[src/design/pea_pkg.sv]
`timescale 1ns / 1ps
// ----------------------------------------------------------------------------
// pea_pkg
// Shared widths, constants and stage payload types of the peak-envelope
// amplitude compressor.
// ----------------------------------------------------------------------------
package pea_pkg;

  // sample format
  localparam int SAMPLE_WIDTH = 16;
  localparam int TDATA_W      = ((2 * SAMPLE_WIDTH + 7) / 8) * 8;

  // magnitude path
  localparam int POWER_W = 2 * SAMPLE_WIDTH;
  localparam int MAG_W   = SAMPLE_WIDTH;
  localparam int REM_W   = SAMPLE_WIDTH + 3;

  // two result bits resolved per pipeline stage
  localparam int STEPS       = 2;
  localparam int SQRT_STAGES = (SAMPLE_WIDTH + STEPS - 1) / STEPS;
  localparam int DIV_STAGES  = (SAMPLE_WIDTH + STEPS - 1) / STEPS;

  // gain path, Q4.16
  localparam int                 SCALE_W    = 19;
  localparam logic [SCALE_W-1:0] GAIN_SCALE = SCALE_W'(370728);
  localparam int                 PROD_W     = MAG_W + SCALE_W;
  localparam int                 GAIN_W     = PROD_W - SAMPLE_WIDTH + 1;
  localparam int                 UNITY_SHIFT = 16;
  localparam logic [GAIN_W-1:0]  UNITY_Q16  = GAIN_W'(65536);
  localparam logic [GAIN_W-1:0]  UNITY_X2   = GAIN_W'(131072);
  localparam int                 NUM_W      = SAMPLE_WIDTH + UNITY_SHIFT;
  localparam int                 DREM_W     = GAIN_W + 1;

  // lane codes
  localparam int LANE_I = 0;
  localparam int LANE_Q = 1;

  typedef logic signed [SAMPLE_WIDTH-1:0] sample_t;
  typedef logic [MAG_W-1:0]               mag_t;
  typedef logic [SAMPLE_WIDTH-1:0]        umag_t;

  typedef struct packed {
    sample_t            re;
    sample_t            im;
    logic [POWER_W-1:0] power;
  } sq_in_t;

  typedef struct packed {
    sample_t re;
    sample_t im;
    mag_t    mag;
  } sq_out_t;

  typedef struct packed {
    logic [GAIN_W-1:0] gain;
    umag_t [1:0]       absval;
    logic [1:0]        neg;
  } div_in_t;

  typedef struct packed {
    umag_t [1:0] quo;
    logic [1:0]  neg;
  } div_out_t;

endpackage

[src/design/pea_sqrt.sv]
`timescale 1ns / 1ps
// ----------------------------------------------------------------------------
// pea_sqrt
// Pipelined integer square root, two root bits per stage, with the sample
// carried alongside. Stages collapse bubbles.
// ----------------------------------------------------------------------------
module pea_sqrt (
  input  logic            clk_i,
  input  logic            rst_ni,
  input  logic            in_valid_i,
  output logic            in_ready_o,
  input  pea_pkg::sq_in_t in_data_i,
  output logic            out_valid_o,
  input  logic            out_ready_i,
  output pea_pkg::sq_out_t out_data_o
);
  import pea_pkg::*;

  localparam int Last = SQRT_STAGES - 1;

  typedef struct packed {
    logic [POWER_W-1:0] x;
    mag_t               root;
    logic [REM_W-1:0]   rem;
  } sqrt_st_t;

  function automatic sqrt_st_t sqrt_stage(sqrt_st_t st_in, int s);
    sqrt_st_t         st;
    logic [REM_W-1:0] rem_sh;
    logic [REM_W-1:0] trial;
    st = st_in;
    for (int j = 0; j < STEPS; j++) begin
      if (s * STEPS + j < SAMPLE_WIDTH) begin
        rem_sh = {st.rem[REM_W-3:0], st.x[POWER_W-1 -: 2]};
        trial  = REM_W'({st.root, 2'b01});
        st.x   = st.x << 2;
        if (rem_sh >= trial) begin
          st.rem  = rem_sh - trial;
          st.root = {st.root[MAG_W-2:0], 1'b1};
        end else begin
          st.rem  = rem_sh;
          st.root = {st.root[MAG_W-2:0], 1'b0};
        end
      end
    end
    return st;
  endfunction

  logic     valid_q [SQRT_STAGES];
  logic     adv     [SQRT_STAGES];
  sqrt_st_t st_q    [SQRT_STAGES];
  sqrt_st_t st_d    [SQRT_STAGES];
  sample_t  re_q    [SQRT_STAGES];
  sample_t  im_q    [SQRT_STAGES];

  // a stage loads when empty or when its item moves on
  always_comb begin
    adv[Last] = !valid_q[Last] || out_ready_i;
    for (int s = Last - 1; s >= 0; s--) begin
      adv[s] = !valid_q[s] || adv[s+1];
    end
  end

  always_comb begin
    sqrt_st_t st0;
    st0.x    = in_data_i.power;
    st0.root = '0;
    st0.rem  = '0;
    st_d[0]  = sqrt_stage(st0, 0);
    for (int s = 1; s < SQRT_STAGES; s++) begin
      st_d[s] = sqrt_stage(st_q[s-1], s);
    end
  end

  always_ff @(posedge clk_i or negedge rst_ni) begin
    if (!rst_ni) begin
      for (int s = 0; s < SQRT_STAGES; s++) begin
        valid_q[s] <= 1'b0;
      end
    end else begin
      if (adv[0]) valid_q[0] <= in_valid_i;
      for (int s = 1; s < SQRT_STAGES; s++) begin
        if (adv[s]) valid_q[s] <= valid_q[s-1];
      end
    end
  end

  always_ff @(posedge clk_i) begin
    if (adv[0] && in_valid_i) begin
      st_q[0] <= st_d[0];
      re_q[0] <= in_data_i.re;
      im_q[0] <= in_data_i.im;
    end
    for (int s = 1; s < SQRT_STAGES; s++) begin
      if (adv[s] && valid_q[s-1]) begin
        st_q[s] <= st_d[s];
        re_q[s] <= re_q[s-1];
        im_q[s] <= im_q[s-1];
      end
    end
  end

  assign in_ready_o  = adv[0];
  assign out_valid_o = valid_q[Last];

  always_comb begin
    out_data_o.re  = re_q[Last];
    out_data_o.im  = im_q[Last];
    out_data_o.mag = st_q[Last].root;
  end

endmodule

[src/design/pea_div.sv]
`timescale 1ns / 1ps
// ----------------------------------------------------------------------------
// pea_div
// Two-lane pipelined restoring divider: |component| * 2^16 / gain, two
// quotient bits per stage. Stages collapse bubbles.
// ----------------------------------------------------------------------------
module pea_div (
  input  logic              clk_i,
  input  logic              rst_ni,
  input  logic              in_valid_i,
  output logic              in_ready_o,
  input  pea_pkg::div_in_t  in_data_i,
  output logic              out_valid_o,
  input  logic              out_ready_i,
  output pea_pkg::div_out_t out_data_o
);
  import pea_pkg::*;

  localparam int Last = DIV_STAGES - 1;

  typedef struct packed {
    logic [GAIN_W-1:0]       gain;
    logic [1:0][DREM_W-1:0]  r;
    umag_t [1:0]             n;
    umag_t [1:0]             quo;
    logic [1:0]              neg;
  } div_st_t;

  function automatic div_st_t div_stage(div_st_t st_in, int s);
    div_st_t           st;
    logic [DREM_W-1:0] r_sh;
    st = st_in;
    for (int j = 0; j < STEPS; j++) begin
      if (s * STEPS + j < SAMPLE_WIDTH) begin
        for (int l = 0; l < 2; l++) begin
          r_sh    = {st.r[l][DREM_W-2:0], st.n[l][SAMPLE_WIDTH-1]};
          st.n[l] = st.n[l] << 1;
          if (r_sh >= DREM_W'(st.gain)) begin
            st.r[l]   = r_sh - DREM_W'(st.gain);
            st.quo[l] = {st.quo[l][SAMPLE_WIDTH-2:0], 1'b1};
          end else begin
            st.r[l]   = r_sh;
            st.quo[l] = {st.quo[l][SAMPLE_WIDTH-2:0], 1'b0};
          end
        end
      end
    end
    return st;
  endfunction

  logic    valid_q [DIV_STAGES];
  logic    adv     [DIV_STAGES];
  div_st_t st_q    [DIV_STAGES];
  div_st_t st_d    [DIV_STAGES];

  always_comb begin
    adv[Last] = !valid_q[Last] || out_ready_i;
    for (int s = Last - 1; s >= 0; s--) begin
      adv[s] = !valid_q[s] || adv[s+1];
    end
  end

  // the quotient fits SAMPLE_WIDTH bits, so the numerator bits above that
  // seed the remainder directly (always below the gain)
  always_comb begin
    div_st_t          st0;
    logic [NUM_W-1:0] num;
    st0.gain = in_data_i.gain;
    st0.neg  = in_data_i.neg;
    st0.quo  = '0;
    for (int l = 0; l < 2; l++) begin
      num       = {in_data_i.absval[l], UNITY_SHIFT'(0)};
      st0.r[l]  = DREM_W'(num[NUM_W-1 -: UNITY_SHIFT]);
      st0.n[l]  = num[SAMPLE_WIDTH-1:0];
    end
    st_d[0] = div_stage(st0, 0);
    for (int s = 1; s < DIV_STAGES; s++) begin
      st_d[s] = div_stage(st_q[s-1], s);
    end
  end

  always_ff @(posedge clk_i or negedge rst_ni) begin
    if (!rst_ni) begin
      for (int s = 0; s < DIV_STAGES; s++) begin
        valid_q[s] <= 1'b0;
      end
    end else begin
      if (adv[0]) valid_q[0] <= in_valid_i;
      for (int s = 1; s < DIV_STAGES; s++) begin
        if (adv[s]) valid_q[s] <= valid_q[s-1];
      end
    end
  end

  always_ff @(posedge clk_i) begin
    if (adv[0] && in_valid_i) st_q[0] <= st_d[0];
    for (int s = 1; s < DIV_STAGES; s++) begin
      if (adv[s] && valid_q[s-1]) st_q[s] <= st_d[s];
    end
  end

  assign in_ready_o  = adv[0];
  assign out_valid_o = valid_q[Last];

  always_comb begin
    out_data_o.quo = st_q[Last].quo;
    out_data_o.neg = st_q[Last].neg;
  end

endmodule

[src/design/peak_envelope_amplitude_compressor.sv]
`timescale 1ns / 1ps
// ----------------------------------------------------------------------------
// peak_envelope_amplitude_compressor
// Peak-envelope amplitude compressor for a complex I/Q sample stream.
//
// Takes one I/Q item per clock cycle, sustained while m_axis_tready holds
// high. Each result passes through the square-root and divider pipelines,
// each resolving two result bits per stage over SAMPLE_WIDTH bits, plus
// seven single-stage steps. The block forms floor(sqrt(I^2+Q^2)) per item,
// takes the peak over the last five magnitudes, derives a Q4.16 gain
// max(1, 8*sqrt(2)*peak - 1) and emits the item from two items earlier
// divided by that gain, rounded toward zero. The first two items after
// reset give no result; the magnitude history starts at zero. Every stage
// holds its own valid bit and loads when empty, so the input side keeps
// taking items while a result waits, until every stage is full.
// ----------------------------------------------------------------------------
module peak_envelope_amplitude_compressor (
  input  logic                        clk_i,
  input  logic                        rst_ni,
  input  logic                        s_axis_tvalid,
  output logic                        s_axis_tready,
  // [15:0] sample_i, [31:16] sample_q
  input  logic [pea_pkg::TDATA_W-1:0] s_axis_tdata,
  output logic                        m_axis_tvalid,
  input  logic                        m_axis_tready,
  // [15:0] out_i, [31:16] out_q
  output logic [pea_pkg::TDATA_W-1:0] m_axis_tdata
);
  import pea_pkg::*;

  localparam logic [1:0] PrimeFull = 2'd2;

  function automatic mag_t mag_max(mag_t a, mag_t b);
    return (a > b) ? a : b;
  endfunction

  // --------------------------------------------------------------------------
  // stage in: input register
  // --------------------------------------------------------------------------
  logic    in_valid_q;
  sample_t in_re_q, in_im_q;
  logic    adv_in, adv_sqr, adv_pow, adv_win, adv_mul, adv_gain, adv_out;

  assign adv_in        = !in_valid_q || adv_sqr;
  assign s_axis_tready = adv_in;

  always_ff @(posedge clk_i or negedge rst_ni) begin
    if (!rst_ni) begin
      in_valid_q <= 1'b0;
    end else if (adv_in) begin
      in_valid_q <= s_axis_tvalid;
    end
  end

  always_ff @(posedge clk_i) begin
    if (adv_in && s_axis_tvalid) begin
      in_re_q <= s_axis_tdata[SAMPLE_WIDTH-1:0];
      in_im_q <= s_axis_tdata[2*SAMPLE_WIDTH-1:SAMPLE_WIDTH];
    end
  end

  // --------------------------------------------------------------------------
  // stage sqr: component squares
  // --------------------------------------------------------------------------
  logic                      sqr_valid_q;
  sample_t                   sqr_re_q, sqr_im_q;
  logic [POWER_W-1:0]        sqr_pre_q, sqr_pim_q;
  logic signed [POWER_W-1:0] sqr_re_d, sqr_im_d;

  assign adv_sqr  = !sqr_valid_q || adv_pow;
  assign sqr_re_d = in_re_q * in_re_q;
  assign sqr_im_d = in_im_q * in_im_q;

  always_ff @(posedge clk_i or negedge rst_ni) begin
    if (!rst_ni) begin
      sqr_valid_q <= 1'b0;
    end else if (adv_sqr) begin
      sqr_valid_q <= in_valid_q;
    end
  end

  always_ff @(posedge clk_i) begin
    if (adv_sqr && in_valid_q) begin
      sqr_re_q  <= in_re_q;
      sqr_im_q  <= in_im_q;
      sqr_pre_q <= unsigned'(sqr_re_d);
      sqr_pim_q <= unsigned'(sqr_im_d);
    end
  end

  // --------------------------------------------------------------------------
  // stage pow: power, feeds the root pipeline
  // --------------------------------------------------------------------------
  logic               pow_valid_q;
  sample_t            pow_re_q, pow_im_q;
  logic [POWER_W-1:0] pow_q;
  logic               sqrt_in_ready;
  sq_in_t             sqrt_in;

  assign adv_pow = !pow_valid_q || sqrt_in_ready;

  always_ff @(posedge clk_i or negedge rst_ni) begin
    if (!rst_ni) begin
      pow_valid_q <= 1'b0;
    end else if (adv_pow) begin
      pow_valid_q <= sqr_valid_q;
    end
  end

  // squares are each at most 2^(2w-2), so the sum cannot carry out
  always_ff @(posedge clk_i) begin
    if (adv_pow && sqr_valid_q) begin
      pow_re_q <= sqr_re_q;
      pow_im_q <= sqr_im_q;
      pow_q    <= sqr_pre_q + sqr_pim_q;
    end
  end

  always_comb begin
    sqrt_in.re    = pow_re_q;
    sqrt_in.im    = pow_im_q;
    sqrt_in.power = pow_q;
  end

  logic    sqrt_out_valid;
  sq_out_t sqrt_out;

  pea_sqrt u_sqrt (
    .clk_i       (clk_i),
    .rst_ni      (rst_ni),
    .in_valid_i  (pow_valid_q),
    .in_ready_o  (sqrt_in_ready),
    .in_data_i   (sqrt_in),
    .out_valid_o (sqrt_out_valid),
    .out_ready_i (adv_win),
    .out_data_o  (sqrt_out)
  );

  // --------------------------------------------------------------------------
  // stage win: magnitude window, sample delay line, start-up count
  // Window state moves only when a magnitude actually enters; the first two
  // items fill the delay line and leave as bubbles.
  // --------------------------------------------------------------------------
  logic       win_valid_q;
  mag_t       win_peak_q;
  sample_t    win_re_q, win_im_q;
  mag_t       hist_q   [4];
  sample_t    dly_re_q [2];
  sample_t    dly_im_q [2];
  logic [1:0] prime_q;
  logic       win_take;
  mag_t       win_peak_d;

  assign adv_win  = !win_valid_q || adv_mul;
  assign win_take = sqrt_out_valid && adv_win;

  // peak over four held magnitudes and the newest one
  always_comb begin
    win_peak_d = mag_max(mag_max(mag_max(hist_q[0], hist_q[1]),
                                 mag_max(hist_q[2], hist_q[3])),
                         sqrt_out.mag);
  end

  always_ff @(posedge clk_i or negedge rst_ni) begin
    if (!rst_ni) begin
      win_valid_q <= 1'b0;
      prime_q     <= '0;
      for (int k = 0; k < 4; k++) begin
        hist_q[k] <= '0;
      end
    end else begin
      if (adv_win) win_valid_q <= win_take && (prime_q == PrimeFull);
      if (win_take) begin
        if (prime_q != PrimeFull) prime_q <= prime_q + 2'd1;
        for (int k = 0; k < 3; k++) begin
          hist_q[k] <= hist_q[k+1];
        end
        hist_q[3] <= sqrt_out.mag;
      end
    end
  end

  always_ff @(posedge clk_i) begin
    if (win_take) begin
      win_peak_q  <= win_peak_d;
      win_re_q    <= dly_re_q[0];
      win_im_q    <= dly_im_q[0];
      dly_re_q[0] <= dly_re_q[1];
      dly_im_q[0] <= dly_im_q[1];
      dly_re_q[1] <= sqrt_out.re;
      dly_im_q[1] <= sqrt_out.im;
    end
  end

  // --------------------------------------------------------------------------
  // stage mul: peak times gain scale; split components into sign and size
  // --------------------------------------------------------------------------
  logic              mul_valid_q;
  logic [PROD_W-1:0] mul_prod_q;
  umag_t [1:0]       mul_abs_q;
  logic [1:0]        mul_neg_q;

  assign adv_mul = !mul_valid_q || adv_gain;

  always_ff @(posedge clk_i or negedge rst_ni) begin
    if (!rst_ni) begin
      mul_valid_q <= 1'b0;
    end else if (adv_mul) begin
      mul_valid_q <= win_valid_q;
    end
  end

  // the most negative value maps to 2^(w-1), which the unsigned size holds
  always_ff @(posedge clk_i) begin
    if (adv_mul && win_valid_q) begin
      mul_prod_q        <= PROD_W'(win_peak_q) * PROD_W'(GAIN_SCALE);
      mul_neg_q[LANE_I] <= win_re_q[SAMPLE_WIDTH-1];
      mul_neg_q[LANE_Q] <= win_im_q[SAMPLE_WIDTH-1];
      mul_abs_q[LANE_I] <= win_re_q[SAMPLE_WIDTH-1] ? unsigned'(-win_re_q)
                                                    : unsigned'(win_re_q);
      mul_abs_q[LANE_Q] <= win_im_q[SAMPLE_WIDTH-1] ? unsigned'(-win_im_q)
                                                    : unsigned'(win_im_q);
    end
  end

  // --------------------------------------------------------------------------
  // stage gain: Q4.16 gain, clamped at unity
  // --------------------------------------------------------------------------
  logic              gain_valid_q;
  logic [GAIN_W-1:0] gain_q, gain_t, gain_d;
  umag_t [1:0]       gain_abs_q;
  logic [1:0]        gain_neg_q;
  logic              div_in_ready;
  div_in_t           div_in;

  assign adv_gain = !gain_valid_q || div_in_ready;
  assign gain_t   = mul_prod_q[PROD_W-1:SAMPLE_WIDTH-1];
  assign gain_d   = (gain_t >= UNITY_X2) ? (gain_t - UNITY_Q16) : UNITY_Q16;

  always_ff @(posedge clk_i or negedge rst_ni) begin
    if (!rst_ni) begin
      gain_valid_q <= 1'b0;
    end else if (adv_gain) begin
      gain_valid_q <= mul_valid_q;
    end
  end

  always_ff @(posedge clk_i) begin
    if (adv_gain && mul_valid_q) begin
      gain_q     <= gain_d;
      gain_abs_q <= mul_abs_q;
      gain_neg_q <= mul_neg_q;
    end
  end

  always_comb begin
    div_in.gain   = gain_q;
    div_in.absval = gain_abs_q;
    div_in.neg    = gain_neg_q;
  end

  logic     div_out_valid;
  div_out_t div_out;

  pea_div u_div (
    .clk_i       (clk_i),
    .rst_ni      (rst_ni),
    .in_valid_i  (gain_valid_q),
    .in_ready_o  (div_in_ready),
    .in_data_i   (div_in),
    .out_valid_o (div_out_valid),
    .out_ready_i (adv_out),
    .out_data_o  (div_out)
  );

  // --------------------------------------------------------------------------
  // stage out: restore sign, output register
  // --------------------------------------------------------------------------
  logic    out_valid_q;
  sample_t out_re_q, out_im_q;

  assign adv_out = !out_valid_q || m_axis_tready;

  always_ff @(posedge clk_i or negedge rst_ni) begin
    if (!rst_ni) begin
      out_valid_q <= 1'b0;
    end else if (adv_out) begin
      out_valid_q <= div_out_valid;
    end
  end

  always_ff @(posedge clk_i) begin
    if (adv_out && div_out_valid) begin
      out_re_q <= div_out.neg[LANE_I] ? signed'(-div_out.quo[LANE_I])
                                      : signed'(div_out.quo[LANE_I]);
      out_im_q <= div_out.neg[LANE_Q] ? signed'(-div_out.quo[LANE_Q])
                                      : signed'(div_out.quo[LANE_Q]);
    end
  end

  assign m_axis_tvalid = out_valid_q;
  assign m_axis_tdata  = TDATA_W'({out_im_q, out_re_q});

endmodule

[config.mk]
export PLATFORM = sky130hd
export DESIGN_NAME = peak_envelope_amplitude_compressor
export DESIGN_NICKNAME = d
export VERILOG_FILES = /design/src/design/pea_pkg.sv /design/src/design/pea_sqrt.sv /design/src/design/pea_div.sv /design/src/design/peak_envelope_amplitude_compressor.sv
export SDC_FILE = /design/constraint.sdc
export NUM_CORES = 2
export LEC_CHECK = 0
export ABC_AREA = 1
export BUFFER_PORTS_ARGS = -buffer_cell sky130_fd_sc_hd__buf_2
export CORE_MARGIN = 2
export CORE_UTILIZATION = 65
export CTS_BUF_LIST = sky130_fd_sc_hd__clkbuf_4 sky130_fd_sc_hd__clkbuf_8 sky130_fd_sc_hd__clkbuf_16
export DETAILED_ROUTE_END_ITERATION = 7
export PLACE_DENSITY = 0.81
export SYNTH_ARGS = -nofsm -noshare
export SYNTH_HDL_FRONTEND = slang
export SYNTH_SLANG_ARGS = --single-unit
[constraint.sdc]
create_clock -name clk_i -period 14.3 [get_ports clk_i]
set_input_delay 0 -clock clk_i [delete_from_list [all_inputs] [get_ports clk_i]]
set_output_delay 0 -clock clk_i [all_outputs]
set_load 0.02 [all_outputs]
==> metrics.cfg <==
[global_routing]
grt_pass1_wl_mm = 537.6
grt_pass1_vias = 97510
grtUsageTotal_pct = 35.90
grt-ovfl-total = 0
antenna_found_initial = 8
grt_max_degree = 85

[clocking]
post_cts_buffers = 0
numCtsBuffers = 175
htree_levels = 4
cts_sinks = 1661
cts_root_buffer = clkbuf_16
cts.path.max_buffers = 3
clk_latency_ns = 0.87
clk_pin_slew_ns = 0.07
cts_tree = done

[finish]
area_growth_pct = 7.807
drive_above_1_share_pct = 4.557
fin_area_um2 = 133400
fillers = 14080
multi_input_area_um2 = 65600
final_cell_mix = nand2_1 (2840), inv_1 (2040), edfxtp_1 (1572), ha_1 (1148), a21oi_1 (974)
layout_commonest_cell = nand2_1
layout.nets = 15430
regArea_um2 = 49430

[synth]
synth.cell_area_um2 = 123700
seq_area_frac_synth_pct = 39.95
synthCells = 13560
synth_seq_cells = 1661
ys_warn_count = 0
synth-edff-count = 1572
yosys.cell_types.count = 84
avgSynthCellArea_um2 = 9.127
ys.flop_type = edfxtp_1
async_flop_share_pct = 5.358

[sta]
setup-tns-final_ns = 0
rsz0062_at_grt = false
hold_viol = 0
layout_min_cycle_time_ns = 7.156
fmax_ghz = 0.1397
relSlewSlack_pct = 23.36
finClkSkew_ns = 0.05979
setup_viol = 0
tightest_slew_ns = 1.150
drv_slew = 0
finalCritPeriodShare_pct = 50.04

[routing]
num_vias = 97620
drt_first_pass_iters = 8
post_drt_wl_per_cell_um = 21.23
ant_nets = 0
viasPerCell = 5.966
drt_iter0_markers = 8731
drc_errors = 0
routed_wl_mm = 347.4

[floorplanning]
die_width_um = 440.3
dieArea_um2 = 193900
io_pins = 70
core_area_um2 = 189600
rows = 160
initial_core_util_pct = 65.27
die_h_um = 440.3

[place]
gp_congestion = 1.004
dp_hpwl_mm = 269.2
dpl-instance-area_um2 = 126700
portBuffers = 69

[min_path]
hp-class = in -> reg
min-delay-start = s_axis_tdata[22]

[worst_setup_path]
worstSetupStartpoint = in_im_q[15]
critPathLaunchType = register
crit_fanout = 26
critical_path_arrival_ns = 7.73
reg2reg_from = in_im_q[15]
end_kind = register
worstPathRequired_ns = 14.87
path_class = reg -> reg

[run_status]
status = complete, no violations

[job]
drv_cap = 0

synthesized netlist by cell type (20+ instances only):
cell type | count | share of area [%]
inv_1 | 2050 | 6.2
o21ai_1 | 74 | 0.30
xor2_1 | 457 | 3.2
or2_2 | 74 | 0.37
nor3_1 | 135 | 0.55
a221oi_1 | 20 | 0.14
ha_1 | 1148 | 12
o21bai_1 | 52 | 0.32
buf_2 | 51 | 0.21
nand3_1 | 537 | 2.2
fa_1 | 545 | 8.8
dfrtp_1 | 89 | 1.8
o31ai_1 | 21 | 0.13
o21ai_0 | 859 | 3.5
a31oi_1 | 60 | 0.30
o211ai_1 | 48 | 0.29
xnor2_1 | 326 | 2.3
edfxtp_1 | 1572 | 38
clkbuf_1 | 152 | 0.46
nand2_1 | 2840 | 8.6
inv_2 | 24 | 0.073
nor2_1 | 725 | 2.2
a21oi_1 | 975 | 3.9
nor4_1 | 79 | 0.40
o21a_1 | 81 | 0.49
a21o_1 | 94 | 0.57
a21boi_0 | 42 | 0.25
nand4_1 | 182 | 0.92
metal layers:
| layer | GRT usage, % | wire length [um] |
|---|---|---|
| met5 | 0 | 31 |
| met3 | 4.852 | 23480 |
| met1 | 44.28 | 133900 |
| met2 | 60.63 | 166700 |
| met4 | 20.72 | 23210 |
state kept, by name (all words and copies together) (netlist names), 20 cells and up:
signal	cells
hist_q	64
mul_prod_q	20
pow_q	32
u_sqrt.st_q	296
sqr_pre_q	30
u_sqrt.im_q	128
sqr_pim_q	30
div_in	32
dly_im_q	32
mul_abs_q	32
dly_re_q	32
u_sqrt.re_q	128
gain_q	20
u_div.st_q	580
worst max-delay path, stage by stage, from the launching register on:
cell and delay (ns):
edfxtp_1 0.90, nand2_1 0.25, fa_1 0.75, inv_1 0.14
fa_1 0.48, inv_1 0.33, fa_1 0.53, fa_1 0.56
fa_1 0.43, fa_1 0.50, inv_1 0.04, ha_1 0.34
nand2_1 0.10, nor4_1 0.37, nand4_1 0.14, nand3_1 0.17
nand3_1 0.09, nand2_1 0.10, a31oi_1 0.14, o21ai_0 0.36
xnor2_1 0.16
final cells by class:
type / instances / area share [%]
inverter: 2085 / 5.877
multi-input combinational: 9590 / 49.17
sequential: 1661 / 37.06
timing repair buffer: 188 / 1.064
clock buffer: 210 / 3.480
clock inverter: 113 / 0.9858
tap: 2511 / 2.355
antenna: 4 / 0.007504
timing repair:
| action | in CTS | in global routing |
|---|---|---|
| hold buffers | 71 | 0 |
| resized for setup | 0 | 0 |
| endpoints found under the hold margin | 195 | 0 |
worst paths after layout:
kind / slack, ns / cells past startpoint / to
max reg2reg: 7.14 / 20 / sqr_pim_q[31]
max in group asynchronous: 12.79 / 4 / hist_q[55]
min: 0.39 / 3 / in_im_q[6]
min reg2reg: 0.40 / 0 / u_sqrt.st_q[0][243]
min in group asynchronous: 0.50 / 4 / hist_q[1]
max: 7.14 / 20 / sqr_pim_q[31]
stage by stage:
stage | setup WS, ns | std cells | hold slack, ns | util, %
6_report | 7.144 | 16360 | 0.3908 | 70.36
5_1_grt | 6.661 | 16360 | 0.3734 | 70.36
4_1_cts | 7.123 | 16360 | 0.3110 | 70.36
3_5_place_dp | 7.243 | 15960 | -0.09647 | 66.84
3_3_place_gp | 7.407 | 15960 | -0.1041 | 66.84
2_1_floorplan | 8.085 | 13560 | -0.2956 | -
cells by family after synthesis:
| logic type | count (synthesis) | synth area share, % |
|---|---|---|
| muxes | 1 | 0.009100 |
| and+or+nand+nor | 4687 | 16.02 |
| buffers and inverters | 2308 | 7.128 |
| other | 1 | 0.003031 |
| AOI/OAI and AO/OA | 2423 | 10.91 |
| xor gates and xnor gates | 784 | 5.555 |
| adders and majority gates | 1693 | 20.43 |
| DFF | 1661 | 39.95 |
Power is not shown: default switching activity piles up to over one toggle a cycle in this logic, so the estimate is an artifact.
